===== src/rtl/core/cau_divstep.sv =====
// ----------------------------------------------------------------------------
// cau_divstep
// one restoring division step for the real and imaginary lanes
// ----------------------------------------------------------------------------
`timescale 1ns / 1ps
`default_nettype none

module cau_divstep #(
  parameter int NW    = 41,
  parameter int DENW  = 33,
  parameter int QW    = 16,
  parameter int SHIFT = 15
) (
  input  wire logic            clk,
  input  wire logic            en,
  input  wire logic [NW-1:0]   rem_re,
  input  wire logic [NW-1:0]   rem_im,
  input  wire logic [QW-1:0]   q_re,
  input  wire logic [QW-1:0]   q_im,
  input  wire logic [DENW-1:0] den,
  output logic      [NW-1:0]   rem_re_r,
  output logic      [NW-1:0]   rem_im_r,
  output logic      [QW-1:0]   q_re_r,
  output logic      [QW-1:0]   q_im_r,
  output logic      [DENW-1:0] den_r
);

  localparam int CW = NW + QW + 1;

  logic [CW-1:0] dsh;
  logic [CW-1:0] tr_re;
  logic [CW-1:0] tr_im;
  logic [NW-1:0] rem_re_nxt;
  logic [NW-1:0] rem_im_nxt;
  logic [QW-1:0] q_re_nxt;
  logic [QW-1:0] q_im_nxt;

  always_comb begin
    dsh        = CW'(den) << SHIFT;
    tr_re      = CW'(rem_re) - dsh;
    tr_im      = CW'(rem_im) - dsh;
    rem_re_nxt = rem_re;
    rem_im_nxt = rem_im;
    q_re_nxt   = q_re;
    q_im_nxt   = q_im;
    // no borrow means the shifted divisor fits
    if (!tr_re[CW-1]) begin
      rem_re_nxt      = tr_re[NW-1:0];
      q_re_nxt[SHIFT] = 1'b1;
    end
    if (!tr_im[CW-1]) begin
      rem_im_nxt      = tr_im[NW-1:0];
      q_im_nxt[SHIFT] = 1'b1;
    end
  end

  always_ff @(posedge clk) begin
    if (en) begin
      rem_re_r <= rem_re_nxt;
      rem_im_r <= rem_im_nxt;
      q_re_r   <= q_re_nxt;
      q_im_r   <= q_im_nxt;
      den_r    <= den;
    end
  end

endmodule

`default_nettype wire


===== config.mk =====
export PLATFORM = sky130hd
export DESIGN_NAME = cau_divstep
export DESIGN_NICKNAME = d
export VERILOG_FILES = /design/src/rtl/core/cau_divstep.sv
export SDC_FILE = /design/constraint.sdc
export NUM_CORES = 1
export LEC_CHECK = 0
export BUFFER_PORTS_ARGS = -buffer_cell sky130_fd_sc_hd__buf_2
export CORE_ASPECT_RATIO = 0.9
export CORE_MARGIN = 10
export CORE_UTILIZATION = 51
export CTS_BUF_LIST = sky130_fd_sc_hd__clkbuf_4
export CTS_CLUSTER_SIZE = 16
export DETAILED_ROUTE_END_ITERATION = 8
export PLACE_DENSITY_LB_ADDON = 0.25
export SETUP_SLACK_MARGIN = 0.1
export SLEW_MARGIN = 20
export SYNTH_ARGS = -nofsm -noshare
export SYNTH_HDL_FRONTEND = slang
export SYNTH_SLANG_ARGS = --single-unit

===== constraint.sdc =====
create_clock -name clk -period 3.5 [get_ports clk]
set_clock_uncertainty 0.1 [all_clocks]
set_input_delay 0.525 -clock clk [delete_from_list [all_inputs] [get_ports clk]]
set_output_delay 0.525 -clock clk [all_outputs]
set_load 0.1 [all_outputs]

==> impl_results.md, run 1 <==
* Area of the multi-input gates at 3450 um2
* Critical path peak fanout at 15
* Hold Path End: den_r[15]$_DFFE_PP_
* Worst slew pin tran at 0.695 ns
* Fin Setup TNS at 0 ns
* Crit path cell chain: dlygate4sd3_1, buf_2, inv_1, ha_1, a2111o_1, o21ai_2, o22ai_1, a211oi_2, o21ai_4, buf_12, mux2_4
* Slew HR at 53.6%
* Crit start category: input port
* CP Data Required Time at 3.73 ns
* CP Capture Type: flip-flop
* Die Ht at 140 um
* First-pass GRT wire length at 37.3 mm
* Core area at 15500 um2
* Unrepaired setup endpoints after global routing: no
* Mean post-synth cell area at 13.1 um2
* Clk slew on worst S/H paths at 0.15 ns
* Leak at 4.74 nW
* Synth Instances at 623
* P_int at 2.95 mW
* Die ar. at 21400 um2
* Top_reg_cell synth: edfxtp_1
* # fillers at 1104
* # setup viols final at 0
* Pin count of the biggest net entering global routing at 74
* Tcrit/Tclk final at 91.5%
* Power Dens Cells at 483 nW/um2
* Crit path kind: input port to flip-flop
* Slew Limit Fails at 0
* Port bufs at 295
* Post-synth top cells: edfxtp_1 (147), a21oi_1 (56), ha_1 (52), inv_1 (39), mux2_4 (36)
* Clock tree root driver cell: clkbuf_4
* Slowest cell on the critical path: dlygate4sd3_1
* Number of placement rows at 43
* Final hold vios at 0
* Net Switching at 2.27 mW
* EDFF count, synth at 147
* Number of routed nets with antenna violations at 0
* Comb pwr share at 37.9%
* Maximum vdd drop at 391 uV
* I/O Pins at 296
* Routability cong. at 0.891
* Most frequent cell after synthesis: edfxtp_1
* Fin crit period at 3.20 ns
* Post-layout util at 69.5%
* Max clock buf depth at 2
* Cell accounting for the most synthesized area: edfxtp_1
* Vias at 6454
* Drt total wl at 25.2 mm
* Hold slack at 0.0438 ns
* Sequential share of power at 40.8%
* Hold_sp: den[15]
* Sequential cell area at 4410 um2
* Net Sw Frac at 43.5%
* Worst hold path depth at 1
* Clk pwr share at 21.3%
* Layout Nets at 1197
* Async SR Flop Fraction at 0%
* Unique masters post-synth at 70
* Max Cap Viol at 0
* Drt wl/cell at 20.8 um
* Layout cell share with drive strength beyond 1 at 40.0%
* Initial core utilization at 52.3%
* Initial antenna violation count at 2
* Fmax at 0.312 GHz
* Share of the synthesized area in the top cell type at 54.3%
* Synth Net Count at 826
* Initial detailed-routing violation count at 340
* Status: completed
* Router iterations before antenna repair at 5
* GR Overflow Total at 0
* H-tree depth at 4
* Gr usage total at 22.1%
* Placed wire-length estimate at 18.8 mm
* #FFs+latches synth at 147
* CP max stage delay at 0.53 ns
* Die width at 153 um
* TritonCTS clock tree: yes
* Num Clock Sinks at 147
* Synth warn at 0
* Synth top area cells: edfxtp_1 (54%), ha_1 (8.0%), mux2_4 (6.6%)
* Drc violations at 0
* Vias in the first global route at 6533
* Vias per Instance at 5.33
* Clock buffer count from CTS at 17
* Register area share after synthesis at 54.3%
* Synthesized cell area at 8130 um2
* Hold WC Path Type: input port to flip-flop
* Area Growth Syn to Fin at 32.9%
* Worst EP arrival at 3.43 ns
registers in the layout (all words and copies together), names as in the netlist:
name and count:
den_r 33, rem_re_r 41, rem_im_r 41, q_im_r 16, q_re_r 16
per-stage QoR:
stage	cells	setup slack [ns]	area (um2)	total power, mW
finish	1210	0.298	10800	5.22
CTS	1201	0.351	10700	5.23
global route	1210	0.204	10800	5.42
floorplan	623	0.541	8130	3.69
global placement	1113	0.229	9860	4.05
detailed placement	1113	0.178	9860	4.07
layer usage:
| layer | up-vias | track usage, % | part of all wire, % |
|---|---|---|---|
| met5 | - | 0 | 0.079 |
| met4 | 2 | 5.87 | 1.4 |
| met3 | 28 | 5.73 | 7.1 |
| met2 | 282 | 39.2 | 51 |
| met1 | 3027 | 25.8 | 40 |
| li1 | 3115 | - | - |
layout make-up:
| cell class | count | area share (%) |
|---|---|---|
| Antenna cell | 1 | 0.0232 |
| Clock buffer | 17 | 1.18 |
| Sequential cell | 147 | 40.8 |
| Inverter | 39 | 1.35 |
| Clock inverter | 15 | 1.53 |
| Multi-Input combinational cell | 420 | 31.9 |
| Timing Repair Buffer | 369 | 20.8 |
| Tap cell | 202 | 2.34 |
power groups by stage:
stage	combinational, mW	sequential (mW)	clock (mW)
final	1.98	2.13	1.11
after global routing	2.08	2.14	1.20
after CTS	1.96	2.13	1.14
after detailed placement	1.91	2.17	0
after global placement	1.89	2.16	0
after floorplan	0.515	3.17	0
worst max path at each step:
stage                     from                      to  slack (ns)  depth (start not counted)
detailed placement      den[1]  rem_im_r[16]$_DFFE_PP_        0.18                         11
global route            den[6]  rem_re_r[34]$_DFFE_PP_        0.20                         11
global placement        den[1]  rem_im_r[16]$_DFFE_PP_        0.23                         11
CTS                     den[6]  rem_re_r[34]$_DFFE_PP_        0.35                         11
floorplan           rem_re[15]  rem_re_r[33]$_DFFE_PP_        0.54                         12
finish                  den[6]  rem_re_r[34]$_DFFE_PP_        0.30                         11
worst max-delay path, delay by kind of cell:
kind	cells	cell delay, ns
adder cells (fa/ha/maj)	1	0.31
multiplexers	1	0.29
buffers and inverters	4	0.96
AO/OA/AOI/OAI	5	1.33
logic make-up after synthesis:
group	after synthesis	share of synthesized area [%]
DFF	147	54.3
adders and majority gates	54	8.49
buffers and inverters	56	3.48
AOI/OAI and AO/OA	164	14.5
xor gates and xnor gates	41	4.42
muxes	41	7.32
and+or+nand+nor	120	7.54
layout by cell type, fill, tap and decap left out, drive strengths merged, types with 5 or more instances in the layout:
cell	instances
edfxtp	147
a21oi	58
o21bai	8
and2	6
clkinv	5
dlygate4sd3	64
a21o	18
xnor2	30
nor2	34
o21ai	28
mux2	40
a31oi	8
inv	47
o21a	9
clkbuf	17
buf	305
o211ai	5
xor2	11
nand2	26
a211oi	7
ha	52
nand3	15
nor3	10
repair_timing:
action,in CTS,in global routing
hold buffers,56,8
setup endpoints to repair,0,1
hold endpoints to repair,56,8
resized for setup,0,1
setup buffers,0,0
Power figures use the tool's default switching activity.
==> run 2, diff against run 1 <==
--- a/config.mk
+++ b/config.mk
@@ -8,7 +8,7 @@
 export BUFFER_PORTS_ARGS = -buffer_cell sky130_fd_sc_hd__buf_2
 export CORE_ASPECT_RATIO = 0.9
 export CORE_MARGIN = 10
-export CORE_UTILIZATION = 51
+export CORE_UTILIZATION = 47
 export CTS_BUF_LIST = sky130_fd_sc_hd__clkbuf_4
 export CTS_CLUSTER_SIZE = 16
 export DETAILED_ROUTE_END_ITERATION = 8
==> constraint.sdc (replaced) <==
create_clock -name clk -period 2.8 [get_ports clk]
set_clock_uncertainty 0.1 [all_clocks]
set_input_delay 0.42 -clock clk [delete_from_list [all_inputs] [get_ports clk]]
set_output_delay 0.42 -clock clk [all_outputs]
set_load 0.1 [all_outputs]
==> run 2 against run 1 <==
Net effect:
- power rose by 30%
- critical path depth decreased by 2
- die area increased by 7.3%
- setup slack worse by 0.22 ns
- clock power increased by 26%
- sequential share of layout area fell by 4.7 points
- non-clock buffer count is 152 higher
- wire length up 11%
- combinational power up 39%
- global-route usage is 0.57 points higher
- hold slack better by 0.0028 ns
==> impl_results.md, run 2 (synthesized netlist as in run 1, its figures left out) <==
* Placed wire-length estimate at 20.0 mm (was 18.8 mm)
* Crit path kind: input port to flip-flop (unchanged)
* Max clock buf depth at 2 (unchanged)
* Num Clock Sinks at 147 (unchanged)
* Crit path cell chain: dlygate4sd3_1, buf_2, or4_4, nor4_4, buf_4, nand3_4, o21ai_4, clkbuf_16, mux2_4 (was dlygate4sd3_1, buf_2, inv_1, ha_1, a2111o_1, o21ai_2, o22ai_1, a211oi_2, o21ai_4, buf_12, mux2_4)
* Hold_sp: rem_im[19] (was den[15])
* Die ar. at 23000 um2 (was 21400 um2)
* Maximum vdd drop at 304 uV (was 391 uV)
* Initial antenna violation count at 3 (was 2)
* Die width at 159 um (was 153 um)
* Dpl cells at 1259 (was 1113)
* Gr usage total at 22.7% (was 22.1%)
* Slew HR at 63.5% (was 53.6%)
* Routability cong. at 0.903 (was 0.891)
* Slowest cell on the critical path: dlygate4sd3_1 (unchanged)
* TritonCTS clock tree: yes (unchanged)
* Crit start category: input port (unchanged)
* H-tree depth at 4 (unchanged)
* Number of routed nets with antenna violations at 0 (unchanged)
* Initial detailed-routing violation count at 361 (was 340)
* Pin count of the biggest net entering global routing at 57 (was 74)
* Critical path peak fanout at 6 (was 15)
* Max Cap Viol at 0 (unchanged)
* Vias at 7136 (was 6454)
* Vias per Instance at 5.11 (was 5.33)
* Vias in the first global route at 7158 (was 6533)
* GR Overflow Total at 0 (unchanged)
* Tcrit/Tclk final at 97.2%
* Commonest non-fill, non-tap cell in the layout: buf_2 (unchanged)
* Drc violations at 0 (unchanged)
* Leak at 5.50 nW (was 4.74 nW)
* Total power at 6.81 mW (was 5.22 mW)
* Final hold vios at 0 (unchanged)
* Slew Limit Fails at 0 (unchanged)
* # setup viols final at 0 (unchanged)
* Top flop regs: rem_im_r x41, rem_re_r x41, den_r x33 (unchanged)
* Worst slew pin tran at 0.540 ns (was 0.695 ns)
* Commonest cells after routing, fill and taps aside: buf_2 (294), edfxtp_1 (147), buf_4 (124) (was buf_2 (294), edfxtp_1 (147), dlygate4sd3_1 (64))
* Number of placement rows at 45 (was 43)
* Status: completed (unchanged)
* Core area at 16900 um2 (was 15500 um2)
* CP max stage delay at 0.56 ns (was 0.53 ns)
* I/O Pins at 296 (unchanged)
* Worst EP arrival at 2.96 ns (was 3.43 ns)
* Cell family with the largest share of critical-path delay: buffers and inverters (was compound AO/OA/AOI/OAI gates)
* Fin crit period at 2.72 ns
* Worst path bufs/invs at 4 (unchanged)
* Clk slew on worst S/H paths at 0.15 ns (about the same)
* First-pass GRT wire length at 40.0 mm (was 37.3 mm)
* Area Growth Syn to Fin at 50.1% (was 32.9%)
* Power Dens Cells at 558 nW/um2 (was 483 nW/um2)
* Hold WC Path Type: input port to flip-flop (unchanged)
* Drt wl/cell at 20.0 um (was 20.8 um)
* Clock buffer count from CTS at 17 (unchanged)
* Fmax at 0.367 GHz
* CP Data Required Time at 3.04 ns (was 3.73 ns)
* Drt total wl at 27.9 mm (was 25.2 mm)
* CP Capture Type: flip-flop (unchanged)
* Router iterations before antenna repair at 5 (unchanged)
* Non-Filler Instances at 1397 (was 1210)
* Worst Setup SP: den[30] (was den[6])
* Fin Setup TNS at 0 ns (unchanged)
* Layout Nets at 1349 (was 1197)
* Initial core utilization at 48.0% (was 52.3%)
* Port bufs at 295 (unchanged)
* Unrepaired setup endpoints after global routing: no (unchanged)
* Layout cell share with drive strength beyond 1 at 46.5% (was 40.0%)
* Die Ht at 145 um (was 140 um)
* Clock tree root driver cell: clkbuf_4 (unchanged)
==> run 2: cell count changes in the layout (fill, tap and decap cells not counted), moves of 3 or more <==
cell,delta
buf_4,+118
buf_6,+3
clkbuf_16,+3
dlygate4sd3_1,+27
ha_1,-3
ha_4,+3
==> run 2: what timing repair did <==
item | 4_1_cts | 5_1_grt
buffers inserted | 0 | 6
setup endpoints to repair | 0 | 39
resized for setup | 0 | 14
endpoints found under the hold margin | 93 | 0
hold buffers | 93 | 0
==> run 2: report_power, final <==
| group | switching, mW | total, mW | internal, mW |
|---|---|---|---|
| clock network | 0.916 | 1.40 | 0.483 |
| registers | 0.0519 | 2.66 | 2.61 |
| logic | 1.95 | 2.75 | 0.797 |
| total | 2.92 | 6.81 | 3.89 |
==> run 2: cell type report <==
cell class | count | area [um2]
diodes | 3 | 7.51
fillers | 1184 | 4740
repair buffers | 521 | 3520
flip-flops and latches | 147 | 4410
clock inverters | 15 | 163
clock buffers | 17 | 128
multi-input cells | 420 | 3530
well taps | 235 | 294
inverters | 39 | 146
==> run 2: routing by layer <==
layer	part of all wire [%]	vias to the layer above	global-route usage (%)
li1	-	3431	-
met5	0	-	0
met4	1.8	0	6.67
met2	51	271	40.0
met3	7.3	27	5.72
met1	40	3407	26.6
==> run 2: metrics by stage <==
stage	setup WS, ns	hold slack (ns)	area (um2)	utilization [%]
after CTS	0.111	0.0102	12000	70.8
final	0.0785	0.0466	12200	72.0
after global routing	0.0998	0.00203	12200	72.0
after floorplan	0.0868	0.419	8170	-
after detailed placement	-0.317	0.498	10800	63.6
after global placement	-0.228	0.496	10800	63.6
==> run 2: worst paths after layout <==
check	end	slack [ns]	cells past startpoint
worst max-delay path	rem_re_r[34]$_DFFE_PP_	0.08	9
worst min-delay path	rem_im_r[19]$_DFFE_PP_	0.05	2
==> run 3, diff against run 2 <==
--- a/config.mk
+++ b/config.mk
@@ -6,15 +6,17 @@
 export NUM_CORES = 1
 export LEC_CHECK = 0
 export BUFFER_PORTS_ARGS = -buffer_cell sky130_fd_sc_hd__buf_2
+export CELL_PAD_IN_SITES_DETAIL_PLACEMENT = 0
+export CELL_PAD_IN_SITES_GLOBAL_PLACEMENT = 1
 export CORE_ASPECT_RATIO = 0.9
 export CORE_MARGIN = 10
-export CORE_UTILIZATION = 47
+export CORE_UTILIZATION = 36
 export CTS_BUF_LIST = sky130_fd_sc_hd__clkbuf_4
 export CTS_CLUSTER_SIZE = 16
 export DETAILED_ROUTE_END_ITERATION = 8
 export PLACE_DENSITY_LB_ADDON = 0.25
 export SETUP_SLACK_MARGIN = 0.1
-export SLEW_MARGIN = 20
+export SLEW_MARGIN = 30
 export SYNTH_ARGS = -nofsm -noshare
 export SYNTH_HDL_FRONTEND = slang
 export SYNTH_SLANG_ARGS = --single-unit
==> run 3 against run 2 <==
Net effect:
- global-route usage is 5.1 points lower
- hold slack better by 0.031 ns
- core utilization shrank 18 points
- sequential power hardly changed
- highest routed layer unchanged
- largest power group unchanged
==> impl_results.md, run 3 (synthesized netlist as in run 1, its figures left out) <==
* Status: completed (unchanged)
* I/O Pins at 296 (unchanged)
* Die width at 178 um (was 159 um)
* Layout cell share with drive strength beyond 1 at 45.7% (was 46.5%)
* CP max stage delay at 0.56 ns (about the same)
* # setup viols final at 0 (unchanged)
* Vias at 6869 (was 7136)
* Worst slew pin tran at 0.534 ns (was 0.540 ns)
* Max Cap Viol at 0 (unchanged)
* Post-route setup slack at 0.111 ns (was 0.0785 ns)
* Drc violations at 0 (unchanged)
* Tcrit/Tclk final at 96.0% (was 97.2%)
* Initial detailed-routing violation count at 363 (was 361)
* Dpl cells at 1319 (was 1259)
* Clk slew on worst S/H paths at 0.15 ns (about the same)
* First-pass GRT wire length at 39.7 mm (was 40.0 mm)
* TritonCTS clock tree: yes (unchanged)
* Slew Limit Fails at 0 (unchanged)
* Initial core utilization at 36.3% (was 48.0%)
* DP Worst Slack at -0.308 ns (was -0.317 ns)
* Port bufs at 295 (unchanged)
* Crit path kind: input port to flip-flop (unchanged)
* CP Capture Type: flip-flop (unchanged)
* Area of the multi-input gates at 3500 um2 (was 3530 um2)
* Top flop regs: rem_im_r x41, rem_re_r x41, den_r x33 (unchanged)
* Max clock buf depth at 2 (unchanged)
* Vias per Instance at 4.74 (was 5.11)
* Post-layout util at 54.4% (was 72.0%)
* Crit start category: input port (unchanged)
* Placed wire-length estimate at 20.6 mm (was 20.0 mm)
* Crit path cell chain: dlygate4sd3_1, buf_2, or4_1, nor4_4, nand3_1, o21ai_4, buf_12, mux2_2 (was dlygate4sd3_1, buf_2, or4_4, nor4_4, buf_4, nand3_4, o21ai_4, clkbuf_16, mux2_4)
* Area Growth Syn to Fin at 49.8% (was 50.1%)
* Unrepaired setup endpoints after global routing: yes (was no)
* H-tree depth at 4 (unchanged)
* Power Dens Cells at 563 nW/um2 (was 558 nW/um2)
* Num Clock Sinks at 147 (unchanged)
* Worst EP arrival at 2.90 ns (was 2.96 ns)
* Slew HR at 63.9% (was 63.5%)
* CP Data Required Time at 3.01 ns (was 3.04 ns)
* Router iterations before antenna repair at 5 (unchanged)
* Dpl cell area at 10900 um2 (was 10800 um2)
* Hold WC Path Type: input port to flip-flop (unchanged)
* Commonest cells after routing, fill and taps aside: buf_2 (294), edfxtp_1 (147), buf_4 (116) (was buf_2 (294), edfxtp_1 (147), buf_4 (124))
* Critical path peak fanout at 12 (was 6)
* Number of placement rows at 52 (was 45)
* Die ar. at 29000 um2 (was 23000 um2)
* Drt wl/cell at 18.2 um (was 20.0 um)
* # fillers at 1972 (was 1184)
* Leak at 5.44 nW (was 5.50 nW)
* Maximum vdd drop at 312 uV (was 304 uV)
* Slowest cell on the critical path: or4_1 (was dlygate4sd3_1)
* Gr usage total at 17.6% (was 22.7%)
* Hold slack at 0.0774 ns (was 0.0466 ns)
* Non-Filler Instances at 1450 (was 1397)
* Clock buffer count from CTS at 17 (unchanged)
* Vias in the first global route at 7105 (was 7158)
* Core area at 22400 um2 (was 16900 um2)
* Clock tree root driver cell: clkbuf_4 (unchanged)
* Sequential cell area at 4410 um2 (unchanged)
* Number of routed nets with antenna violations at 0 (unchanged)
* Cell area after layout at 12200 um2 (about the same)
* Die Ht at 163 um (was 145 um)
* Final hold vios at 0 (unchanged)
* Fin crit period at 2.69 ns (was 2.72 ns)
* Drt total wl at 26.5 mm (was 27.9 mm)
* Initial antenna violation count at 2 (was 3)
* Worst hold path depth at 2 (unchanged)
* GR Overflow Total at 0 (unchanged)
* Pin count of the biggest net entering global routing at 50 (was 57)
* Layout Nets at 1341 (was 1349)
* Routability cong. at 0.838 (was 0.903)
* Commonest non-fill, non-tap cell in the layout: buf_2 (unchanged)
* Fmax at 0.372 GHz (was 0.367 GHz)
-- run 3: cell count changes in the layout (fill, tap and decap cells not counted), sizes merged, moves of 2 or more --
| cell | previous run | this run |
|---|---|---|
| clkinv | 4 | 2 |
| dlymetal6s4s | 2 | 0 |
| inv | 48 | 50 |
| dlygate4sd3 | 91 | 94 |
| buf | 425 | 419 |
| clkbuf | 20 | 17 |
-- run 3: cell type report --
cell class | instances | share of cell area (%)
sequential | 147 | 36.2
multi-input combinational | 420 | 28.7
timing repair buffer | 513 | 28.2
tap | 297 | 3.05
clock inverter | 15 | 1.47
inverter | 39 | 1.20
clock buffer | 17 | 1.05
antenna | 2 | 0.0411
-- run 3: per-stage QoR --
step | TNS (ns) | power (mW)
final | 0 | 6.86
after global placement | -11.62 | 5.29
after global routing | 0 | 7.16
after floorplan | 0 | 4.62
after CTS | 0 | 6.92
after detailed placement | -12.46 | 5.30
-- run 3: where the power goes --
| part | internal, mW | total, mW | switching [mW] |
|---|---|---|---|
| logic | 0.778 | 2.71 | 1.93 |
| clock network | 0.574 | 1.50 | 0.924 |
| registers | 2.61 | 2.65 | 0.0431 |
-- run 3: repair_timing --
action / CTS / global route
hold buffers: 94 / 0
endpoints found under the setup margin: 0 / 40
endpoints found under the hold margin: 94 / 0
buffers inserted: 0 / 3
gates resized for setup: 0 / 6
-- run 3: worst max-delay path, delay by kind of cell --
kind,cells,cell delay [ns]
muxes,1,0.34
AOI/OAI and AO/OA,1,0.24
buffers and inverters,3,0.86
and+or+nand+nor,3,1.03
-- run 3: worst paths after layout --
kind / slack, ns / start / to
worst max-delay path: 0.11 / den[26] / rem_re_r[16]$_DFFE_PP_
worst min-delay path: 0.08 / den[9] / den_r[9]$_DFFE_PP_
-- run 3: layer usage --
layer,global-route usage [%],vias to the layer above,wire length (um)
li1,-,3401,-
met4,4.84,0,416
met5,0,-,0
met3,4.52,22,1930
met2,29.8,223,12900
met1,21.6,3223,11300
